## config.mk

```make
export PLATFORM = sky130hd
export DESIGN_NAME = base64_stream_decoder
export DESIGN_NICKNAME = d
export VERILOG_FILES = /design/src/hdl/b64d_pkg.sv /design/src/hdl/b64d_front.sv /design/src/hdl/b64d_queue.sv /design/src/hdl/b64d_back.sv /design/src/hdl/base64_stream_decoder.sv
export VERILOG_INCLUDE_DIRS = /design/src /design/src/hdl
export SDC_FILE = /design/constraint.sdc
export NUM_CORES = 1
export LEC_CHECK = 0
export BUFFER_PORTS_ARGS = -buffer_cell sky130_fd_sc_hd__buf_2
export CAP_MARGIN = 20
export CORE_AREA = 5 5 120 122
export DETAILED_ROUTE_END_ITERATION = 10
export DIE_AREA = 0 0 125 127
export PLACE_DENSITY = 0.82
export SLEW_MARGIN = 20
export SYNTH_ARGS = -nofsm -noshare
export SYNTH_HDL_FRONTEND = slang
export SYNTH_SLANG_ARGS = --single-unit
```

## constraint.sdc

```tcl
create_clock -name i_clk -period 2.95 [get_ports i_clk]
set_clock_uncertainty 0.1 [all_clocks]
set_input_delay 0.4425 -clock i_clk [delete_from_list [all_inputs] [get_ports i_clk]]
set_output_delay 0.4425 -clock i_clk [all_outputs]
set_load 0.01 [all_outputs]
```

## src/hdl/base64_stream_decoder_assert.svh

```systemverilog
// Assertion macros for the base64 stream decoder.
// Used by the top level; needs nothing else.
`ifndef BASE64_STREAM_DECODER_ASSERT_SVH
`define BASE64_STREAM_DECODER_ASSERT_SVH

`ifndef SYNTHESIS

// Same-cycle implication, checked out of reset.
`define B64D_ASSERT_IMPLIES(label, clk, rst_n, ante, cons, msg) \
    label: assert property (@(posedge clk) disable iff (!rst_n) (ante) |-> (cons)) \
        else $error(msg);

// Next-cycle implication, checked out of reset.
`define B64D_ASSERT_NEXT(label, clk, rst_n, ante, cons, msg) \
    label: assert property (@(posedge clk) disable iff (!rst_n) (ante) |=> (cons)) \
        else $error(msg);

`else

`define B64D_ASSERT_IMPLIES(label, clk, rst_n, ante, cons, msg)
`define B64D_ASSERT_NEXT(label, clk, rst_n, ante, cons, msg)

`endif

`endif

```

## src/hdl/b64d_pkg.sv

```systemverilog
// Shared types, constants and the character map of the base64 stream decoder.
// No dependencies.
package b64d_pkg;

    localparam logic [7:0] PAD_CHAR       = 8'h3D;
    localparam logic [7:0] CHAR_UPPER_A   = 8'h41;
    localparam logic [7:0] CHAR_UPPER_Z   = 8'h5A;
    localparam logic [7:0] CHAR_LOWER_A   = 8'h61;
    localparam logic [7:0] CHAR_LOWER_Z   = 8'h7A;
    localparam logic [7:0] CHAR_DIGIT_0   = 8'h30;
    localparam logic [7:0] CHAR_DIGIT_9   = 8'h39;
    localparam logic [7:0] CHAR_PLUS      = 8'h2B;
    localparam logic [7:0] CHAR_SLASH     = 8'h2F;

    localparam logic [1:0] GROUP_LAST_POS = 2'd3;
    localparam int         QUEUE_DEPTH_DEF = 4;

    // One unit of work for the output side: a decoded group or an error.
    typedef struct packed {
        logic        err;
        logic        last;
        logic [1:0]  last_idx;
        logic [23:0] triple;
    } t_job;

    typedef struct packed {
        logic full;
        logic empty;
    } t_queue_status;

    // Bit 6 set means the byte is outside the alphabet.
    function automatic logic [6:0] sextet_of(input logic [7:0] c);
        logic [7:0] diff;
        diff = 8'd0;
        if (c >= CHAR_UPPER_A && c <= CHAR_UPPER_Z) begin
            diff = c - CHAR_UPPER_A;
            return {1'b0, diff[5:0]};
        end else if (c >= CHAR_LOWER_A && c <= CHAR_LOWER_Z) begin
            diff = c - CHAR_LOWER_A + 8'd26;
            return {1'b0, diff[5:0]};
        end else if (c >= CHAR_DIGIT_0 && c <= CHAR_DIGIT_9) begin
            diff = c - CHAR_DIGIT_0 + 8'd52;
            return {1'b0, diff[5:0]};
        end else if (c == CHAR_PLUS) begin
            return 7'd62;
        end else if (c == CHAR_SLASH) begin
            return 7'd63;
        end
        return 7'h7F;
    endfunction

endpackage

```

## src/hdl/b64d_front.sv

```systemverilog
// Input side of the base64 stream decoder: classifies characters and builds groups.
// Depends on b64d_pkg.
module b64d_front (
    input  logic                     i_clk,
    input  logic                     i_rst_n,
    input  logic                     i_valid,
    input  logic [7:0]               i_char_code,
    input  logic                     i_last_char,
    input  b64d_pkg::t_queue_status  i_q_status,
    output logic                     o_ready,
    output logic                     o_push,
    output b64d_pkg::t_job           o_job
);
    import b64d_pkg::*;

    logic [17:0] r_buf, n_buf;
    logic [1:0]  r_pos, n_pos;
    logic [1:0]  r_pad, n_pad;
    logic        r_err, n_err;

    logic [6:0]  w_map;
    logic        w_is_pad;
    logic        w_bad;
    logic [5:0]  w_sx;
    logic [1:0]  w_drop;
    logic        w_accept;

    assign o_ready  = !i_q_status.full;
    assign w_accept = i_valid && o_ready;
    assign w_map    = sextet_of(i_char_code);
    assign w_is_pad = (i_char_code == PAD_CHAR);
    assign w_bad    = (!w_is_pad && w_map[6])
                   || (w_is_pad && (r_pos < 2'd2))
                   || (!w_is_pad && (r_pad != 2'd0));
    assign w_sx     = w_is_pad ? 6'd0 : w_map[5:0];
    assign w_drop   = r_pad + {1'b0, w_is_pad};

    always_comb begin
        n_buf  = r_buf;
        n_pos  = r_pos;
        n_pad  = r_pad;
        n_err  = r_err;
        o_push = 1'b0;
        o_job  = '{err: 1'b1, last: 1'b1, last_idx: 2'd0, triple: 24'd0};
        if (w_accept) begin
            priority if (r_err) begin
                // Discard until the end of the broken stream.
                if (i_last_char) begin
                    n_buf = '0;
                    n_pos = '0;
                    n_pad = '0;
                    n_err = 1'b0;
                end
            end else if (w_bad) begin
                o_push = 1'b1;
                n_buf  = '0;
                n_pos  = '0;
                n_pad  = '0;
                n_err  = !i_last_char;
            end else if (r_pos != GROUP_LAST_POS) begin
                n_buf = {r_buf[11:0], w_sx};
                n_pad = r_pad + {1'b0, w_is_pad};
                n_pos = r_pos + 2'd1;
                if (i_last_char) begin
                    // Stream ends inside a group.
                    o_push = 1'b1;
                    n_buf  = '0;
                    n_pos  = '0;
                    n_pad  = '0;
                end
            end else begin
                o_push       = 1'b1;
                o_job.err    = 1'b0;
                o_job.last   = i_last_char;
                o_job.triple = {r_buf, w_sx};
                priority if (w_drop >= 2'd2) begin
                    o_job.last_idx = 2'd0;
                end else if (w_drop == 2'd1) begin
                    o_job.last_idx = 2'd1;
                end else begin
                    o_job.last_idx = 2'd2;
                end
                n_buf = '0;
                n_pos = '0;
                n_pad = '0;
            end
        end
    end

    always_ff @(posedge i_clk) begin
        if (!i_rst_n) begin
            r_buf <= '0;
            r_pos <= '0;
            r_pad <= '0;
            r_err <= 1'b0;
        end else begin
            r_buf <= n_buf;
            r_pos <= n_pos;
            r_pad <= n_pad;
            r_err <= n_err;
        end
    end

endmodule

```

## src/hdl/b64d_queue.sv

```systemverilog
// Small job queue between the input and output sides of the decoder.
// Depends on b64d_pkg.
module b64d_queue #(
    parameter int DEPTH = b64d_pkg::QUEUE_DEPTH_DEF
) (
    input  logic                     i_clk,
    input  logic                     i_rst_n,
    input  logic                     i_push,
    input  b64d_pkg::t_job           i_job,
    input  logic                     i_pop,
    output b64d_pkg::t_job           o_job,
    output b64d_pkg::t_queue_status  o_status
);
    import b64d_pkg::*;

    localparam int PTR_W = (DEPTH > 1) ? $clog2(DEPTH) : 1;
    localparam int CNT_W = $clog2(DEPTH + 1);

    t_job             r_mem [DEPTH];
    t_job             r_head;
    logic [PTR_W-1:0] r_wr, n_wr;
    logic [PTR_W-1:0] r_rd, n_rd;
    logic [CNT_W-1:0] r_count, n_count;

    assign o_job          = r_head;
    assign o_status.full  = (r_count == CNT_W'(DEPTH));
    assign o_status.empty = (r_count == '0);

    always_comb begin
        n_wr = r_wr;
        n_rd = r_rd;
        if (i_push) begin
            n_wr = (r_wr == PTR_W'(DEPTH - 1)) ? '0 : r_wr + 1'b1;
        end
        if (i_pop) begin
            n_rd = (r_rd == PTR_W'(DEPTH - 1)) ? '0 : r_rd + 1'b1;
        end
        unique case ({i_push, i_pop})
            2'b10:   n_count = r_count + 1'b1;
            2'b01:   n_count = r_count - 1'b1;
            default: n_count = r_count;
        endcase
    end

    always_ff @(posedge i_clk) begin
        if (i_push) begin
            r_mem[r_wr] <= i_job;
        end
    end

    // The head register holds the entry at the read pointer. After a pop it is
    // loaded from the next stored entry, or straight from the incoming job when
    // that job is the only one left in the queue, as after a push into an empty queue.
    always_ff @(posedge i_clk) begin
        if (i_pop && (r_count != CNT_W'(1))) begin
            r_head <= r_mem[n_rd];
        end else if (i_push && (i_pop || (r_count == '0))) begin
            r_head <= i_job;
        end
    end

    always_ff @(posedge i_clk) begin
        if (!i_rst_n) begin
            r_wr    <= '0;
            r_rd    <= '0;
            r_count <= '0;
        end else begin
            r_wr    <= n_wr;
            r_rd    <= n_rd;
            r_count <= n_count;
        end
    end

endmodule

```

## src/hdl/b64d_back.sv

```systemverilog
// Output side of the decoder: sends the bytes of each queued job one per cycle while the receiver is ready.
// Depends on b64d_pkg.
module b64d_back (
    input  logic                     i_clk,
    input  logic                     i_rst_n,
    input  b64d_pkg::t_job           i_job,
    input  b64d_pkg::t_queue_status  i_q_status,
    input  logic                     i_ready,
    output logic                     o_pop,
    output logic                     o_valid,
    output logic [7:0]               o_data_byte,
    output logic                     o_end_of_data,
    output logic                     o_decode_error
);
    import b64d_pkg::*;

    logic [1:0] r_idx, n_idx;
    logic       w_at_last;

    assign o_valid        = !i_q_status.empty;
    assign w_at_last      = (r_idx == i_job.last_idx);
    assign o_pop          = o_valid && i_ready && w_at_last;
    assign o_end_of_data  = i_job.last && w_at_last;
    assign o_decode_error = i_job.err;

    always_comb begin
        unique case (r_idx)
            2'd0:    o_data_byte = i_job.triple[23:16];
            2'd1:    o_data_byte = i_job.triple[15:8];
            default: o_data_byte = i_job.triple[7:0];
        endcase
        n_idx = r_idx;
        if (o_valid && i_ready) begin
            n_idx = w_at_last ? 2'd0 : r_idx + 2'd1;
        end
    end

    always_ff @(posedge i_clk) begin
        if (!i_rst_n) begin
            r_idx <= '0;
        end else begin
            r_idx <= n_idx;
        end
    end

endmodule

```

## src/hdl/base64_stream_decoder.sv

```systemverilog
// Base64 stream decoder (RFC 4648): top level with the input side, job queue and output side.
// Depends on b64d_pkg, b64d_front, b64d_queue, b64d_back and the assertion header.

// The decoder takes one encoded character per item on the input channel, with a marker on the
// last character of a stream, and gives decoded bytes on the output channel. Every group of four
// characters becomes three bytes, two bytes when the fourth character is '=', and one byte when
// both the third and fourth are '='; the end-of-data flag rides on the final byte of the stream.
// A malformed stream (a byte outside the alphabet, '=' in the first two places of a group, a
// data character after '=', or a stream that stops inside a group) gives one result with the
// error flag and end-of-data set and a zero byte, after which characters are dropped up to and
// including the one that carries the last marker. The input runs at one item per clock while the
// job queue has room. The output side sends one byte per clock while the receiver is ready; a full
// group gives three bytes against the four characters that bring it in, and an error result gives
// one byte for at least one character. The output side therefore keeps up, and over a long stream
// the throughput is one character per clock, set by the input side, as long as the receiver takes
// each byte when it is offered. A job written into an empty queue is offered on the output in the
// next cycle; a group's job is written when its fourth character is taken. The queue of QUEUE_DEPTH
// jobs absorbs stalls of the receiver; once it is full, the input is held off until the output side
// removes a job. There is no clearing pass after reset.
`include "base64_stream_decoder_assert.svh"

module base64_stream_decoder #(
    parameter int QUEUE_DEPTH = b64d_pkg::QUEUE_DEPTH_DEF
) (
    input  logic       i_clk,
    input  logic       i_rst_n,
    input  logic       i_in_valid,
    output logic       o_in_ready,
    input  logic [7:0] i_char_code,
    input  logic       i_last_char,
    output logic       o_out_valid,
    input  logic       i_out_ready,
    output logic [7:0] o_data_byte,
    output logic       o_end_of_data,
    output logic       o_decode_error
);
    import b64d_pkg::*;

    // Jobs flow from the front into the queue and out to the back.
    t_job          w_push_job;
    t_job          w_head_job;
    t_queue_status w_q_status;
    logic          w_push;
    logic          w_pop;

    b64d_front u_front (
        .i_clk       (i_clk),
        .i_rst_n     (i_rst_n),
        .i_valid     (i_in_valid),
        .i_char_code (i_char_code),
        .i_last_char (i_last_char),
        .i_q_status  (w_q_status),
        .o_ready     (o_in_ready),
        .o_push      (w_push),
        .o_job       (w_push_job)
    );

    // The queue holds decoded groups and error markers until the back has sent them.
    b64d_queue #(
        .DEPTH (QUEUE_DEPTH)
    ) u_queue (
        .i_clk    (i_clk),
        .i_rst_n  (i_rst_n),
        .i_push   (w_push),
        .i_job    (w_push_job),
        .i_pop    (w_pop),
        .o_job    (w_head_job),
        .o_status (w_q_status)
    );

    // The back walks through the bytes of the head job and pops it after its last byte.
    b64d_back u_back (
        .i_clk          (i_clk),
        .i_rst_n        (i_rst_n),
        .i_job          (w_head_job),
        .i_q_status     (w_q_status),
        .i_ready        (i_out_ready),
        .o_pop          (w_pop),
        .o_valid        (o_out_valid),
        .o_data_byte    (o_data_byte),
        .o_end_of_data  (o_end_of_data),
        .o_decode_error (o_decode_error)
    );

    // An error result always closes its stream and carries a zero byte.
    `B64D_ASSERT_IMPLIES(a_error_shape, i_clk, i_rst_n,
        o_out_valid && o_decode_error, o_end_of_data && (o_data_byte == 8'd0),
        "error result without end marker or with nonzero byte")

    // The front never writes a job into a full queue.
    `B64D_ASSERT_IMPLIES(a_no_overflow, i_clk, i_rst_n, w_push, !w_q_status.full,
        "job pushed into a full queue")

    // The back never removes a job from an empty queue.
    `B64D_ASSERT_IMPLIES(a_no_underflow, i_clk, i_rst_n, w_pop, !w_q_status.empty,
        "job popped from an empty queue")

    // A push with no pop leaves the queue non-empty in the next cycle.
    `B64D_ASSERT_NEXT(a_push_fills, i_clk, i_rst_n, w_push && !w_pop, !w_q_status.empty,
        "queue empty after a push")

endmodule

```

======== Yosys cells after proc, flatten, opt, wreduce, memory -nomap -nowiden ========
Memories as Yosys holds them, arrays and structs flattened.
Cells that the tools add are included.
Widths: inputs -> output; s select.
word-level totals
  register bits after elaboration ......... 60
  bits in latches ......................... 0
  RAM bits ................................ 112
  memory bits (read-only) ................. 0
  bits of input ports ..................... 13
  output and inout bits ................... 12
  word-level logic and storage cells ...... 122
  memories kept ........................... 1
memory list
  memory         words  bits a word  rd ports  clocked after Yosys merged registers in  write ports  RTL line          RTL
  u_queue.r_mem  4      28           1         0                                        1            b64d_queue.sv:19  t_job r_mem [DEPTH];
operators by class
  add/subtract/negate cells ............... 12
  $mul .................................... 0
  divide/modulo/power cells ............... 0
  magnitude comparators ................... 8
  eq/ne operators ......................... 14
  shift operators ......................... 0
  mux-type cells .......................... 50
  bitwise operators ....................... 0
  reduce and logical (&&, ||, !) cells .... 25
operators with widths
  kind                 number
  $mux 28              6
  $mux 18              5
  $mux 7               6
  $mux 2               15
  $eq 8x6->1 const B   3
  $ge 8x7->1 const B   2
  $le 8x7->1 const B   2
  $pmux 8 s2           1
  $mux 1               15
  $logic_and 1x1->1    12
  $sub 6x6->6 const B  2
  $add 2x1->2 const B  4
  $ge 8x6->1 const B   1
  $le 8x6->1 const B   1
  $add 6x5->6 const B  1
  $add 6x6->6 const B  1
  $eq 2x1->1 const B   3
  $eq 2x2->1 const B   3
  $mux 6               1
  $pmux 3 s2           1
  $reduce_bool 2->1    3
  $sub 6x1->6 const B  1
  $logic_not 1->1      4
  $ne 2x2->1 const B   2
  other kinds (12)     14

======== Depth between registers and ports, before layout ========
Gate-level depths: netlist (run 1).
  depth after elaboration ................. 16
  gate-level depth with buffers ........... 12

======== Modules after synthesis ========
Synthesis (run 1) repeated with hierarchy kept, for this count alone.
unflattened totals
  cell total of the unflattened synthesis .. 735
  area, all modules ....................... 8,290.5 um^2
by module, submodules not included
  module      times used  cells each  area an instance (um^2)  seq. area each (um^2)
  b64d_queue  1           485         6,328.6                  4,344.2
  b64d_front  1           203         1,664.1                  460.4
  b64d_back   1           47          297.8                    40.0

======== Least setup slack after synthesis (run 1) ========
OpenSTA, ideal clock, no wires.
  kind .................................... in2reg
  start point ............................. in i_char_code[0]
  end point ............................... reg u_queue.r_count[2]
  library setup time ...................... 0.076 ns
  arrival time ............................ 2.594 ns
  required time ........................... 2.774 ns
  setup slack ............................. 0.180 ns
  cell stages on the path ................. 11
  buffers on the path ..................... 0
  cell sequence ........................... inv_1 ha_1 nor2b_1 o211a_1 o32ai_2 nand4_1 and2_1 inv_1 ha_1 or3_1 a21boi_0
between the ends
  word-level cells in the longest chain between the ends .. 15
  elaborated cells between the ends (all ways) .. 35
RTL lines
  what                                                    RTL line                     RTL
  start: declaration                                      base64_stream_decoder.sv:29  input logic [7:0] i_char_code,
  branches (longest 9 deep; another with $ge 8x6->1)      --
  $logic_or 1x1->1 (*)                                    b64d_front.sv:34             || (!w_is_pad && (r_pad != 2'd0));
  $mux 1 (*)                                              b64d_front.sv:54             end else if (w_bad) begin
  $mux 1 (*)                                              b64d_front.sv:46             priority if (r_err) begin
  $mux 1 (*)                                              b64d_front.sv:45             if (w_accept) begin
  $eq 2x1->1 / $eq 2x2->1 (equally long branches)         b64d_queue.sv:38             unique case ({i_push, i_pop})
  $pmux 3 s2 / $reduce_bool 2->1 (equally long branches)  --
  end signal: assignment                                  b64d_queue.sv:70             r_count <= n_count;
  end: declaration                                        b64d_queue.sv:23             logic [CNT_W-1:0] r_count, n_count;
Mark *: on every way between the ends.
A chain may end at the register's enable or synchronous reset.

======== Worst setup path after layout (run 1) ========
  start point ............................. reg u_queue.r_count[0]
  end point ............................... reg u_queue.r_count[2]
between the ends
  word-level cells in the longest chain between the ends .. 6
  elaborated cells between the ends (all ways) .. 14
RTL lines
  what                                                    RTL line
  $eq 3x3->1 / $logic_not 3->1 (equally long branches)    b64d_queue.sv:26, b64d_queue.sv:27
  $logic_not 1->1, on equally long branches               b64d_front.sv:28, b64d_back.sv:20
  $logic_and 1x1->1, on equally long branches             b64d_front.sv:29, b64d_back.sv:22
  $mux 1 / $logic_and 1x1->1 (equally long branches)      b64d_front.sv:45, b64d_back.sv:22
  $eq 2x1->1 / $eq 2x2->1 (equally long branches)         b64d_queue.sv:38
  $pmux 3 s2 / $reduce_bool 2->1 (equally long branches)  --
Several ways; a longest one is shown, not always the timed one.

==> flow_results.xml, run 1 <==
<?xml version="1.0" encoding="UTF-8"?>
<metrics>
  <group name="logic_synthesis">
    <metric name="synth_top_flop_cell" unit="">sky130_fd_sc_hd__edfxtp_1</metric>
    <metric name="yosys_register_bits" unit="">172</metric>
    <metric name="post-synth-top-area-cell" unit="">sky130_fd_sc_hd__edfxtp_1</metric>
    <metric name="post-synth-top-count-cell" unit="">sky130_fd_sc_hd__edfxtp_1</metric>
    <metric name="ys_types" unit="">56</metric>
    <metric name="synth-seq-area-share" unit="%">63.11</metric>
    <metric name="synth_fp_nets" unit="">596</metric>
    <metric name="yosys-top-cells-area" unit="">sky130_fd_sc_hd__edfxtp_1 55%, sky130_fd_sc_hd__dfxtp_1 8.3%, sky130_fd_sc_hd__mux2i_1 7.3%, sky130_fd_sc_hd__ha_1 3.7%, sky130_fd_sc_hd__and2_1 2.3%</metric>
    <metric name="synth_enable_flop_cells" unit="">140</metric>
    <metric name="synthArstFlopShare" unit="%">0</metric>
    <metric name="syn-instance-count" unit="">560</metric>
    <metric name="yosysWarningCount" unit="">0</metric>
    <metric name="top_area_cell_type_share_of_the_netlist_area" unit="%">54.77</metric>
    <metric name="post_synth_most_frequent_cells" unit="">140 x sky130_fd_sc_hd__edfxtp_1, 56 x sky130_fd_sc_hd__mux2i_1, 44 x sky130_fd_sc_hd__nand2_1, 32 x sky130_fd_sc_hd__dfxtp_1, 28 x sky130_fd_sc_hd__and2_1</metric>
    <metric name="synth.avg_cell_area" unit="sq um">13.71</metric>
    <metric name="mappedNetlistArea" unit="sq um">7676</metric>
  </group>
  <group name="global_route">
    <metric name="maximum_number_of_pins_on_one_net_before_global_route_repair" unit="">39</metric>
    <metric name="grt_pass1_vias" unit="">4893</metric>
    <metric name="track_usage" unit="%">20.38</metric>
    <metric name="grt_pass1_wl" unit="microns">25340</metric>
    <metric name="grt.overflow.total" unit="">0</metric>
    <metric name="initial_antenna_violation_count" unit="">0</metric>
  </group>
  <group name="layout">
    <metric name="final_util" unit="%">66.37</metric>
    <metric name="design.final.nets" unit="">639</metric>
    <metric name="num-fill-cells" unit="">875</metric>
    <metric name="diodes" unit="">0</metric>
    <metric name="area_overhead_of_the_layout_relative_to_synthesis" unit="%">13.14</metric>
    <metric name="instances_no_fill" unit="">792</metric>
    <metric name="drive_gt1_share" unit="%">15.75</metric>
  </group>
  <group name="place">
    <metric name="port-buffer-count" unit="">24</metric>
    <metric name="post-dp-hpwl" unit="microns">9857</metric>
    <metric name="place_inst" unit="">760</metric>
    <metric name="gp_congestion" unit="">0.9303</metric>
  </group>
  <group name="floorplan">
    <metric name="core_area" unit="sq um">13090</metric>
    <metric name="floorplan.die.height" unit="microns">127</metric>
    <metric name="rows" unit="">42</metric>
    <metric name="start_util" unit="%">58.66</metric>
    <metric name="die-area" unit="sq um">15880</metric>
    <metric name="die_x" unit="microns">125</metric>
    <metric name="design.portCount" unit="">25</metric>
  </group>
  <group name="critical_path">
    <metric name="critical_path.endpoint" unit="">u_queue.r_count[2]$_SDFFE_PN0P_</metric>
    <metric name="r2r_end" unit="">u_queue.r_count[2]$_SDFFE_PN0P_</metric>
    <metric name="crit_type" unit="">register to register</metric>
    <metric name="start_kind" unit="">register</metric>
    <metric name="ff2ff_setup_slack" unit="ns">0.23</metric>
    <metric name="crit_arrival" unit="ns">2.96</metric>
    <metric name="critical_path.endpoint_type" unit="">register</metric>
    <metric name="r2r.worst_path.cells" unit="">10</metric>
    <metric name="cp_data_required_time" unit="ns">3.19</metric>
    <metric name="timing.critical_path.fanout_max" unit="">6</metric>
    <metric name="rr_startpoint" unit="">u_queue.r_count[0]$_SDFFE_PN0P_</metric>
    <metric name="worstSetupStartpoint" unit="">u_queue.r_count[0]$_SDFFE_PN0P_</metric>
  </group>
  <group name="timing">
    <metric name="finalCriticalPeriod" unit="ns">2.720</metric>
    <metric name="worstMarginPinSlew" unit="ns">0.9383</metric>
    <metric name="setup_tns" unit="ns">0</metric>
    <metric name="finalHoldViolCount" unit="">0</metric>
    <metric name="max_slew_margin" unit="%">37.45</metric>
    <metric name="rsz_0062_raised_after_global_routing" unit="">false</metric>
    <metric name="setup_violations" unit="">0</metric>
    <metric name="finalHoldWorstSlack" unit="ns">0.2434</metric>
    <metric name="post-route-period-util" unit="%">92.19</metric>
    <metric name="max_clock_freq" unit="MHz">367.7</metric>
    <metric name="slew_violations" unit="">0</metric>
  </group>
  <group name="cts">
    <metric name="postCtsSetupBuffers" unit="">0</metric>
    <metric name="maximum_number_of_buffers_from_clock_root_to_sink" unit="">2</metric>
    <metric name="cts_buffers" unit="">17</metric>
    <metric name="worstSkewPairLatency" unit="ns">0.42</metric>
    <metric name="clock_tree.htree_level_count" unit="">4</metric>
    <metric name="ctsRootBufferMaster" unit="">sky130_fd_sc_hd__clkbuf_16</metric>
    <metric name="cts.sinks" unit="">172</metric>
    <metric name="cts.clk_slew.worst_paths" unit="ns">0.06</metric>
    <metric name="cts_tree" unit="">built</metric>
  </group>
  <group name="outcome">
    <metric name="run_status" unit="">complete, no violations</metric>
  </group>
  <group name="pwr">
    <metric name="finalPower" unit="W">0.005810</metric>
    <metric name="ir_worst_vdd" unit="uV">530.8</metric>
    <metric name="power.static_leakage" unit="nW">3.536</metric>
    <metric name="cellPowerDensity" unit="nW/um^2">669.0</metric>
  </group>
  <group name="worst_hold_path">
    <metric name="worstHoldStart" unit="">i_out_ready</metric>
    <metric name="hp-class" unit="">input port to register</metric>
    <metric name="hold-path-cell-count" unit="">3</metric>
  </group>
  <group name="detailed_routing">
    <metric name="detailedRoute.firstPassIterationCount" unit="">6</metric>
    <metric name="via_per_inst" unit="">6.044</metric>
    <metric name="ant_nets" unit="">0</metric>
    <metric name="drt_first_iter_violations" unit="">478</metric>
    <metric name="wl_per_cell" unit="microns">20.25</metric>
    <metric name="total_length_of_routed_wires" unit="microns">16040</metric>
    <metric name="detailroute.via_count" unit="">4787</metric>
    <metric name="drc" unit="">0</metric>
  </group>
  <group name="flow_run">
    <metric name="cap_viol_max_count" unit="">0</metric>
  </group>
</metrics>
cells in the final DEF, fill, tap and decap left out, types with 19 or more instances in the layout:
| master | synthesis | routed |
|---|---|---|
| sky130_fd_sc_hd__and2_1 | 28 | 27 |
| sky130_fd_sc_hd__buf_2 | 4 | 24 |
| sky130_fd_sc_hd__nand2_1 | 44 | 44 |
| sky130_fd_sc_hd__o221ai_1 | 19 | 19 |
| sky130_fd_sc_hd__buf_4 | 3 | 21 |
| sky130_fd_sc_hd__edfxtp_1 | 140 | 140 |
| sky130_fd_sc_hd__dfxtp_1 | 32 | 32 |
| sky130_fd_sc_hd__nand3_1 | 21 | 21 |
| sky130_fd_sc_hd__mux2i_1 | 56 | 55 |
| sky130_fd_sc_hd__ha_1 | 23 | 23 |
what timing repair did:
item / in CTS / in global routing
setup endpoints to repair: 0 / 1
hold buffers: 0 / 0
gates resized for setup: 0 / 3
logic make-up (layout without fill, tap and decap cells):
| group | Yosys count | after routing | synth area share (%) |
|---|---|---|---|
| AOI/OAI and AO/OA | 106 | 106 | 10.76 |
| xor gates and xnor gates | 10 | 10 | 1.337 |
| adders and majority gates | 23 | 23 | 3.749 |
| buffers and inverters | 45 | 101 | 3.097 |
| DFF | 172 | 172 | 63.11 |
| muxes | 60 | 60 | 7.889 |
| and+or+nand+nor | 144 | 144 | 10.06 |
report_power, final:
part	switching, W	internal (W)
combinational	0.000451	0.000273
clock	0.000867	0.00132
sequential	0.0000757	0.00282
registers in the layout (all words and copies together) (netlist names):
signal,cells
u_queue.r_mem,112
u_queue.o_job,28
u_front.r_buf,18
u_queue.r_count,3
u_back.r_idx,2
u_front.r_pad,2
u_front.r_pos,2
u_queue.r_rd,2
u_queue.r_wr,2
u_front.r_err,1
worst max-delay path: stages, from the launching register on:
cell                       delay (ns)
sky130_fd_sc_hd__dfxtp_1         0.41
sky130_fd_sc_hd__inv_1           0.09
sky130_fd_sc_hd__ha_1            0.24
sky130_fd_sc_hd__a21boi_1        0.24
sky130_fd_sc_hd__and2_2          0.24
sky130_fd_sc_hd__a21boi_4        0.24
sky130_fd_sc_hd__and2_1          0.17
sky130_fd_sc_hd__inv_1           0.05
sky130_fd_sc_hd__ha_1            0.34
sky130_fd_sc_hd__or3_1           0.36
sky130_fd_sc_hd__a21boi_0        0.16
stage by stage:
stage | setup slack, ns | instance area (sq um)
after floorplan | 0.1802 | 7676
after global placement | 0.1027 | 8088
after detailed placement | 0.02520 | 8088
after CTS | 0.06695 | 8672
after global routing | 0.01409 | 8685
final | 0.2304 | 8685
layer usage:
layer / up-vias / GRT usage, % / part of all wire (%)
li1: 2201 / - / -
met3: 28 / 3.381 / 5.7
met4: 0 / 6.888 / 1.9
met1: 2374 / 25.11 / 40
met2: 184 / 36.73 / 52
met5: - / 0 / 0
worst min-delay path by stage:
stage                                    end  slack (ns)
2_1_floorplan  u_front.r_buf[0]$_SDFFE_PN0P_        0.35
3_3_place_gp   u_front.r_pad[1]$_SDFFE_PN0P_        0.37
3_5_place_dp   u_front.r_buf[5]$_SDFFE_PN0P_        0.39
4_1_cts         u_back.r_idx[1]$_SDFFE_PN0P_        0.24
5_1_grt         u_back.r_idx[1]$_SDFFE_PN0P_        0.26
6_report        u_back.r_idx[1]$_SDFFE_PN0P_        0.24
layout make-up:
class	count	area [sq um]	share of cell area, %
sequential	172	4845	55.78
multi-input combinational	343	2619	30.15
clock buffer	20	436.7	5.028
timing repair buffer	48	337.8	3.890
tap	176	220.2	2.536
clock inverter	12	147.6	1.700
inverter	21	78.83	0.9077
(Power assumes the default switching activity.)
==> inputs of run 2 (changes only) <==
--- a/config.mk
+++ b/config.mk
@@ -11,7 +11,7 @@
 export CORE_AREA = 5 5 120 122
 export DETAILED_ROUTE_END_ITERATION = 10
 export DIE_AREA = 0 0 125 127
-export PLACE_DENSITY = 0.82
+export PLACE_DENSITY = 0.76
 export SLEW_MARGIN = 20
 export SYNTH_ARGS = -nofsm -noshare
 export SYNTH_HDL_FRONTEND = slang
==> flow_results.xml, run 2 (same netlist as run 1, synthesis figures left out) <==
<?xml version="1.0" encoding="UTF-8"?>
<metrics>
  <group name="layout">
    <metric name="area_overhead_of_the_layout_relative_to_synthesis" unit="%">12.88</metric>
    <metric name="num-fill-cells" unit="">917</metric>
    <metric name="drive_gt1_share" unit="%">16.21</metric>
    <metric name="diodes" unit="">0</metric>
    <metric name="largest_register_ff_count" unit="">112</metric>
    <metric name="layout.cells.most_common" unit="">sky130_fd_sc_hd__edfxtp_1</metric>
    <metric name="top_register" unit="">u_queue.r_mem</metric>
    <metric name="design.final.nets" unit="">641</metric>
    <metric name="mostFrequentLayoutCells" unit="">140 x sky130_fd_sc_hd__edfxtp_1, 55 x sky130_fd_sc_hd__mux2i_1, 44 x sky130_fd_sc_hd__nand2_1</metric>
    <metric name="design_area" unit="sq um">8665</metric>
    <metric name="instances_no_fill" unit="">793</metric>
  </group>
  <group name="floorplan">
    <metric name="die_x" unit="microns">125</metric>
    <metric name="die-area" unit="sq um">15880</metric>
    <metric name="rows" unit="">42</metric>
    <metric name="start_util" unit="%">58.66</metric>
    <metric name="design.portCount" unit="">25</metric>
    <metric name="floorplan.die.height" unit="microns">127</metric>
    <metric name="core_area" unit="sq um">13090</metric>
  </group>
  <group name="place">
    <metric name="gp_congestion" unit="">0.9732</metric>
    <metric name="port-buffer-count" unit="">24</metric>
    <metric name="post-dp-hpwl" unit="microns">9889</metric>
    <metric name="place_inst" unit="">762</metric>
    <metric name="placement.cell_area" unit="sq um">8090</metric>
  </group>
  <group name="detailed_routing">
    <metric name="ant_nets" unit="">0</metric>
    <metric name="detailedRoute.firstPassIterationCount" unit="">5</metric>
    <metric name="total_length_of_routed_wires" unit="microns">15840</metric>
    <metric name="drc" unit="">0</metric>
    <metric name="via_per_inst" unit="">6.090</metric>
    <metric name="drt_first_iter_violations" unit="">415</metric>
    <metric name="wl_per_cell" unit="microns">19.97</metric>
    <metric name="detailroute.via_count" unit="">4829</metric>
  </group>
  <group name="cts">
    <metric name="maximum_number_of_buffers_from_clock_root_to_sink" unit="">2</metric>
    <metric name="clock_tree.htree_level_count" unit="">4</metric>
    <metric name="ctsRootBufferMaster" unit="">sky130_fd_sc_hd__clkbuf_16</metric>
    <metric name="postCtsSetupBuffers" unit="">0</metric>
    <metric name="cts.sinks" unit="">172</metric>
    <metric name="worstSkewPairLatency" unit="ns">0.42</metric>
    <metric name="cts_tree" unit="">built</metric>
    <metric name="cts.clk_slew.worst_paths" unit="ns">0.07</metric>
    <metric name="cts_buffers" unit="">17</metric>
  </group>
  <group name="outcome">
    <metric name="run_status" unit="">complete, no violations</metric>
  </group>
  <group name="critical_path">
    <metric name="cp_data_required_time" unit="ns">2.99</metric>
    <metric name="cp_slowest_cell" unit="">sky130_fd_sc_hd__dfxtp_1</metric>
    <metric name="critical_path.endpoint_type" unit="">register</metric>
    <metric name="crit_path_cell_trace" unit="">inv_1, ha_1, nand2b_2, nand4_4, mux2i_4, buf_12, buf_4, mux2i_1, o221ai_1</metric>
    <metric name="crit_arrival" unit="ns">2.79</metric>
    <metric name="crit_type" unit="">register to register</metric>
    <metric name="crit_path_max_incr_delay" unit="ns">0.41</metric>
    <metric name="timing.critical_path.fanout_max" unit="">41</metric>
    <metric name="start_kind" unit="">register</metric>
  </group>
  <group name="flow_run">
    <metric name="cap_viol_max_count" unit="">0</metric>
  </group>
  <group name="timing">
    <metric name="worstMarginPinSlew" unit="ns">0.8947</metric>
    <metric name="post-route-period-util" unit="%">93.05</metric>
    <metric name="rsz_0062_raised_after_global_routing" unit="">false</metric>
    <metric name="max_clock_freq" unit="MHz">364.3</metric>
    <metric name="finalHoldViolCount" unit="">0</metric>
    <metric name="setup_violations" unit="">0</metric>
    <metric name="finalCriticalPeriod" unit="ns">2.745</metric>
    <metric name="max_slew_margin" unit="%">40.35</metric>
    <metric name="setup_tns" unit="ns">0</metric>
    <metric name="slew_violations" unit="">0</metric>
  </group>
  <group name="worst_hold_path">
    <metric name="hp-class" unit="">input port to register</metric>
  </group>
  <group name="global_route">
    <metric name="grt_pass1_wl" unit="microns">25640</metric>
    <metric name="track_usage" unit="%">20.66</metric>
    <metric name="grt_pass1_vias" unit="">4961</metric>
    <metric name="initial_antenna_violation_count" unit="">0</metric>
    <metric name="grt.overflow.total" unit="">0</metric>
    <metric name="maximum_number_of_pins_on_one_net_before_global_route_repair" unit="">42</metric>
  </group>
  <group name="pwr">
    <metric name="power.static_leakage" unit="nW">3.532</metric>
    <metric name="ir_worst_vdd" unit="uV">390.0</metric>
    <metric name="cellPowerDensity" unit="nW/um^2">663.0</metric>
  </group>
</metrics>
## run 2: cell count changes in the layout (fill, tap and decap cells not counted), sizes merged
| cell | delta |
|---|---|
| inv | +5 |
| clkinv | -4 |
| buf | +2 |
| bufinv | -2 |
| clkbuf | +1 |
| clkinvlp | -1 |
## run 2: power by group
| part | internal (W) | leakage (nW) | switching, W | total (W) |
|---|---|---|---|---|
| registers | 0.00282 | 1.56 | 0.0000702 | 0.00289 |
| logic | 0.000273 | 1.70 | 0.000455 | 0.000729 |
| clock network | 0.00122 | 0.269 | 0.000909 | 0.00213 |
| total | 0.00431 | 3.53 | 0.00143 | 0.00574 |
## run 2: timing repair
action,CTS,global route
resized for setup,0,2
setup endpoints to repair,0,1
hold buffers,0,0
## run 2: per-layer routing
layer	wire length (microns)	GRT usage [%]	share of wire (%)
met1	6679	25.78	42
met2	7925	35.94	50
met3	894	4.508	5.6
met4	341	7.207	2.2
met5	0	0	0
## run 2: final cells by class
| cell class | count | area (sq um) | area share (%) |
|---|---|---|---|
| multi-input combinational | 343 | 2613 | 30.15 |
| inverter | 21 | 78.83 | 0.9097 |
| clock inverter | 10 | 107.6 | 1.242 |
| timing repair buffer | 50 | 340.3 | 3.928 |
| clock buffer | 21 | 460.4 | 5.314 |
| sequential | 172 | 4845 | 55.91 |
| tap | 176 | 220.2 | 2.542 |
## run 2: through the flow
step / util (%) / total power [W] / hold slack, ns / setup WS (ns)
after global routing: 66.22 / 0.005939 / 0.2798 / 0.04128
after floorplan: - / 0.003370 / 0.3509 / 0.1802
after CTS: 66.17 / 0.005766 / 0.2530 / 0.06048
after detailed placement: 61.83 / 0.003666 / 0.3921 / 0.04962
after global placement: 61.83 / 0.003635 / 0.3781 / 0.1465
final: 66.22 / 0.005744 / 0.2632 / 0.2049
## run 2: worst max-delay path: cells and delay by family, from the launching register on
kind / cells / cell delay [ns]
AOI/OAI and AO/OA: 1 / 0.15
muxes: 2 / 0.47
buffers and inverters: 3 / 0.66
adders and majority gates: 1 / 0.26
and+or+nand+nor: 2 / 0.36
DFF: 1 / 0.41
## run 2: path summary, 6_finish.rpt
check | start | endpoint | slack (ns) | depth (start not counted)
hold / removal | i_out_ready | u_back.r_idx[0]$_SDFFE_PN0P_ | 0.26 | 3
setup / recovery | u_queue.r_count[0]$_SDFFE_PN0P_ | u_queue.o_job[23]$_DFFE_PP_ | 0.20 | 9
setup reg to reg | u_queue.r_count[0]$_SDFFE_PN0P_ | u_queue.o_job[23]$_DFFE_PP_ | 0.20 | 9
hold reg to reg | u_front.r_buf[4]$_SDFFE_PN0P_ | u_front.r_buf[4]$_SDFFE_PN0P_ | 0.39 | 2
==> inputs of run 3 (changes only) <==
--- a/config.mk
+++ b/config.mk
@@ -6,11 +6,12 @@
 export SDC_FILE = /design/constraint.sdc
 export NUM_CORES = 1
 export LEC_CHECK = 0
+export ABC_AREA = 1
 export BUFFER_PORTS_ARGS = -buffer_cell sky130_fd_sc_hd__buf_2
-export CAP_MARGIN = 20
-export CORE_AREA = 5 5 120 122
+export CORE_AREA = 5 5 124 126
+export CTS_CLUSTER_SIZE = 40
 export DETAILED_ROUTE_END_ITERATION = 10
-export DIE_AREA = 0 0 125 127
+export DIE_AREA = 0 0 129 131
 export PLACE_DENSITY = 0.76
 export SLEW_MARGIN = 20
 export SYNTH_ARGS = -nofsm -noshare
==> flow_results.xml, run 3 <==
<?xml version="1.0" encoding="UTF-8"?>
<metrics>
  <group name="outcome">
    <metric name="run_status" unit="">complete, no violations</metric>
  </group>
  <group name="place">
    <metric name="post-dp-hpwl" unit="microns">11580</metric>
    <metric name="port-buffer-count" unit="">24</metric>
    <metric name="gp_congestion" unit="">0.8971</metric>
    <metric name="placement.cell_area" unit="sq um">8717</metric>
    <metric name="place_ws" unit="ns">0.02225</metric>
  </group>
  <group name="floorplan">
    <metric name="die_x" unit="microns">129</metric>
    <metric name="die-area" unit="sq um">16900</metric>
    <metric name="design.portCount" unit="">25</metric>
    <metric name="start_util" unit="%">58.42</metric>
    <metric name="rows" unit="">44</metric>
    <metric name="core_area" unit="sq um">14200</metric>
    <metric name="floorplan.die.height" unit="microns">131</metric>
  </group>
  <group name="cts">
    <metric name="cts_buffers" unit="">17</metric>
    <metric name="worstSkewPairLatency" unit="ns">0.43</metric>
    <metric name="clock_tree.htree_level_count" unit="">4</metric>
    <metric name="cts_tree" unit="">built</metric>
    <metric name="cts.sinks" unit="">172</metric>
    <metric name="maximum_number_of_buffers_from_clock_root_to_sink" unit="">2</metric>
    <metric name="ctsRootBufferMaster" unit="">sky130_fd_sc_hd__clkbuf_16</metric>
    <metric name="cts_repair_resize_count" unit="">0</metric>
    <metric name="cts.clk_slew.worst_paths" unit="ns">0.06</metric>
    <metric name="postCtsSetupBuffers" unit="">0</metric>
    <metric name="cts_hold_buf" unit="">0</metric>
  </group>
  <group name="logic_synthesis">
    <metric name="synthArstFlopShare" unit="%">0</metric>
    <metric name="yosys_register_bits" unit="">172</metric>
    <metric name="post-synth-top-area-cell" unit="">sky130_fd_sc_hd__edfxtp_1</metric>
    <metric name="post_synth_most_frequent_cells" unit="">225 x sky130_fd_sc_hd__nand2_1, 140 x sky130_fd_sc_hd__edfxtp_1, 85 x sky130_fd_sc_hd__nand3_1, 69 x sky130_fd_sc_hd__nor2_1, 53 x sky130_fd_sc_hd__inv_1</metric>
    <metric name="yosysWarningCount" unit="">0</metric>
    <metric name="yosys-top-cells-area" unit="">sky130_fd_sc_hd__edfxtp_1 51%, sky130_fd_sc_hd__nand2_1 10%, sky130_fd_sc_hd__dfxtp_1 7.7%, sky130_fd_sc_hd__nand3_1 5.1%, sky130_fd_sc_hd__ha_1 3.5%</metric>
    <metric name="post-synth-top-count-cell" unit="">sky130_fd_sc_hd__nand2_1</metric>
    <metric name="top_area_cell_type_share_of_the_netlist_area" unit="%">50.66</metric>
    <metric name="syn-instance-count" unit="">834</metric>
    <metric name="synth_fp_nets" unit="">870</metric>
    <metric name="synth-seq-area-share" unit="%">58.38</metric>
    <metric name="mappedNetlistArea" unit="sq um">8298</metric>
    <metric name="ys_types" unit="">39</metric>
    <metric name="synth_top_flop_cell" unit="">sky130_fd_sc_hd__edfxtp_1</metric>
    <metric name="synth_enable_flop_cells" unit="">140</metric>
    <metric name="synth.avg_cell_area" unit="sq um">9.950</metric>
  </group>
  <group name="detailed_routing">
    <metric name="detailroute.via_count" unit="">5846</metric>
    <metric name="via_per_inst" unit="">5.494</metric>
    <metric name="drt_first_iter_violations" unit="">427</metric>
    <metric name="detailedRoute.firstPassIterationCount" unit="">5</metric>
    <metric name="ant_nets" unit="">0</metric>
    <metric name="wl_per_cell" unit="microns">17.21</metric>
    <metric name="drc" unit="">0</metric>
    <metric name="total_length_of_routed_wires" unit="microns">18310</metric>
  </group>
  <group name="layout">
    <metric name="design.final.nets" unit="">903</metric>
    <metric name="mostFrequentLayoutCells" unit="">225 x sky130_fd_sc_hd__nand2_1, 140 x sky130_fd_sc_hd__edfxtp_1, 85 x sky130_fd_sc_hd__nand3_1</metric>
    <metric name="top_register" unit="">u_queue.r_mem</metric>
    <metric name="multi_input_area" unit="sq um">2975</metric>
    <metric name="num-fill-cells" unit="">1093</metric>
    <metric name="design_area" unit="sq um">9345</metric>
    <metric name="drive_gt1_share" unit="%">15.80</metric>
    <metric name="final-seq-area" unit="sq um">4845</metric>
    <metric name="diodes" unit="">0</metric>
    <metric name="largest_register_ff_count" unit="">112</metric>
    <metric name="final_util" unit="%">65.79</metric>
    <metric name="area_overhead_of_the_layout_relative_to_synthesis" unit="%">12.62</metric>
    <metric name="layout.cells.most_common" unit="">sky130_fd_sc_hd__nand2_1</metric>
  </group>
  <group name="critical_path">
    <metric name="worst-path-stages" unit="">14</metric>
    <metric name="crit_path_max_incr_delay" unit="ns">0.36</metric>
    <metric name="r2r.worst_path.cells" unit="">14</metric>
    <metric name="cp_slowest_cell" unit="">sky130_fd_sc_hd__dfxtp_1</metric>
    <metric name="crit_path_cell_trace" unit="">inv_1, ha_1, nand2_2, nand2_2, inv_1, nand3_2, nand2_1, nand2_2, inv_2, buf_4, nand2_1, a21oi_1, nor2_1, a21oi_1</metric>
    <metric name="timing.critical_path.fanout_max" unit="">13</metric>
    <metric name="r2r_end" unit="">u_queue.o_job[24]$_DFFE_PP_</metric>
    <metric name="critical_path.n_buffers_inverters" unit="">4</metric>
    <metric name="critPathMostFrequentCell" unit="">sky130_fd_sc_hd__nand2_2</metric>
    <metric name="critical_path.endpoint" unit="">u_queue.o_job[24]$_DFFE_PP_</metric>
    <metric name="worst_path_dominant_cell_family" unit="">simple AND/OR/NAND/NOR gates</metric>
    <metric name="start_kind" unit="">register</metric>
    <metric name="ff2ff_setup_slack" unit="ns">0.31</metric>
    <metric name="crit_arrival" unit="ns">2.81</metric>
    <metric name="worstSetupStartpoint" unit="">u_queue.r_count[0]$_SDFFE_PN0P_</metric>
    <metric name="critical_path.endpoint_type" unit="">register</metric>
    <metric name="cp_data_required_time" unit="ns">3.12</metric>
    <metric name="rr_startpoint" unit="">u_queue.r_count[0]$_SDFFE_PN0P_</metric>
    <metric name="crit_type" unit="">register to register</metric>
  </group>
  <group name="pwr">
    <metric name="ir_worst_vdd" unit="uV">446.6</metric>
    <metric name="finalPower" unit="W">0.006509</metric>
    <metric name="cellPowerDensity" unit="nW/um^2">696.5</metric>
    <metric name="power.static_leakage" unit="nW">3.573</metric>
  </group>
  <group name="global_route">
    <metric name="initial_antenna_violation_count" unit="">0</metric>
    <metric name="track_usage" unit="%">23.22</metric>
    <metric name="grt_pass1_wl" unit="microns">29860</metric>
    <metric name="grt.overflow.total" unit="">0</metric>
    <metric name="maximum_number_of_pins_on_one_net_before_global_route_repair" unit="">36</metric>
    <metric name="grt_pass1_vias" unit="">5759</metric>
  </group>
  <group name="timing">
    <metric name="worstMarginPinSlew" unit="ns">0.5891</metric>
    <metric name="slew_violations" unit="">0</metric>
    <metric name="finalCriticalPeriod" unit="ns">2.641</metric>
    <metric name="finalHoldViolCount" unit="">0</metric>
    <metric name="post-route-worst-setup-slack" unit="ns">0.3093</metric>
    <metric name="rsz_0062_raised_after_global_routing" unit="">false</metric>
    <metric name="finalHoldWorstSlack" unit="ns">0.2057</metric>
    <metric name="max_clock_freq" unit="MHz">378.7</metric>
    <metric name="setup_violations" unit="">0</metric>
    <metric name="post-route-period-util" unit="%">89.51</metric>
    <metric name="max_slew_margin" unit="%">60.67</metric>
  </group>
  <group name="flow_run">
    <metric name="cap_viol_max_count" unit="">0</metric>
  </group>
  <group name="worst_hold_path">
    <metric name="hp-class" unit="">input port to register</metric>
  </group>
</metrics>
## run 3: cell families after synthesis
group	Yosys count	share of synthesized area, %
compound gates	80	5.504
xor+xnor	10	1.056
fa+ha+maj	23	3.468
buf+inv	101	5.926
flops	172	58.38
simple gates	448	25.66
## run 3: power breakdown
| part | total [W] | switching [W] | internal, W |
|---|---|---|---|
| Sequential | 0.00287 | 0.0000617 | 0.00281 |
| Combinational | 0.00127 | 0.000855 | 0.000417 |
| Clock | 0.00237 | 0.000882 | 0.00148 |
## run 3: final cells by class
| type | instances | share of cell area (%) |
|---|---|---|
| Clock inverter | 15 | 2.169 |
| Timing Repair Buffer | 50 | 4.445 |
| Sequential cell | 172 | 51.84 |
| Tap cell | 184 | 2.464 |
| Multi-Input combinational cell | 561 | 31.84 |
| Inverter | 65 | 2.691 |
| Clock buffer | 17 | 4.552 |
## run 3: worst min path at each step
stage	slack, ns	cells after the start	start	to
after CTS	0.19	3	i_rst_n	u_front.r_err$_SDFFE_PN0P_
after global placement	0.35	2	u_front.r_buf[14]$_SDFFE_PN0P_	u_front.r_buf[14]$_SDFFE_PN0P_
after floorplan	0.34	2	u_front.r_buf[12]$_SDFFE_PN0P_	u_front.r_buf[12]$_SDFFE_PN0P_
after detailed placement	0.36	2	u_front.r_buf[14]$_SDFFE_PN0P_	u_front.r_buf[14]$_SDFFE_PN0P_
final	0.21	3	i_rst_n	u_front.r_err$_SDFFE_PN0P_
after global routing	0.20	3	i_rst_n	u_front.r_err$_SDFFE_PN0P_
## run 3: worst min-delay path, stage by stage
cell                      delay [ns]
sky130_fd_sc_hd__buf_2          0.13
sky130_fd_sc_hd__o21ai_1        0.08
sky130_fd_sc_hd__nor2_1         0.04
## run 3: stage by stage
step	cells	setup TNS [ns]
after floorplan	834	-43.57
after global placement	1032	0
after detailed placement	1032	0
after CTS	1064	0
after global routing	1064	0
final	1064	0
## run 3: metal layers
layer	up-vias	wire length (microns)	GRT usage [%]	part of all wire (%)
li1	2885	-	-	-
met1	2766	7600	28.84	42
met2	174	9458	40.91	52
met3	21	963	4.878	5.3
met4	0	289	7.227	1.6
met5	-	0	0	0
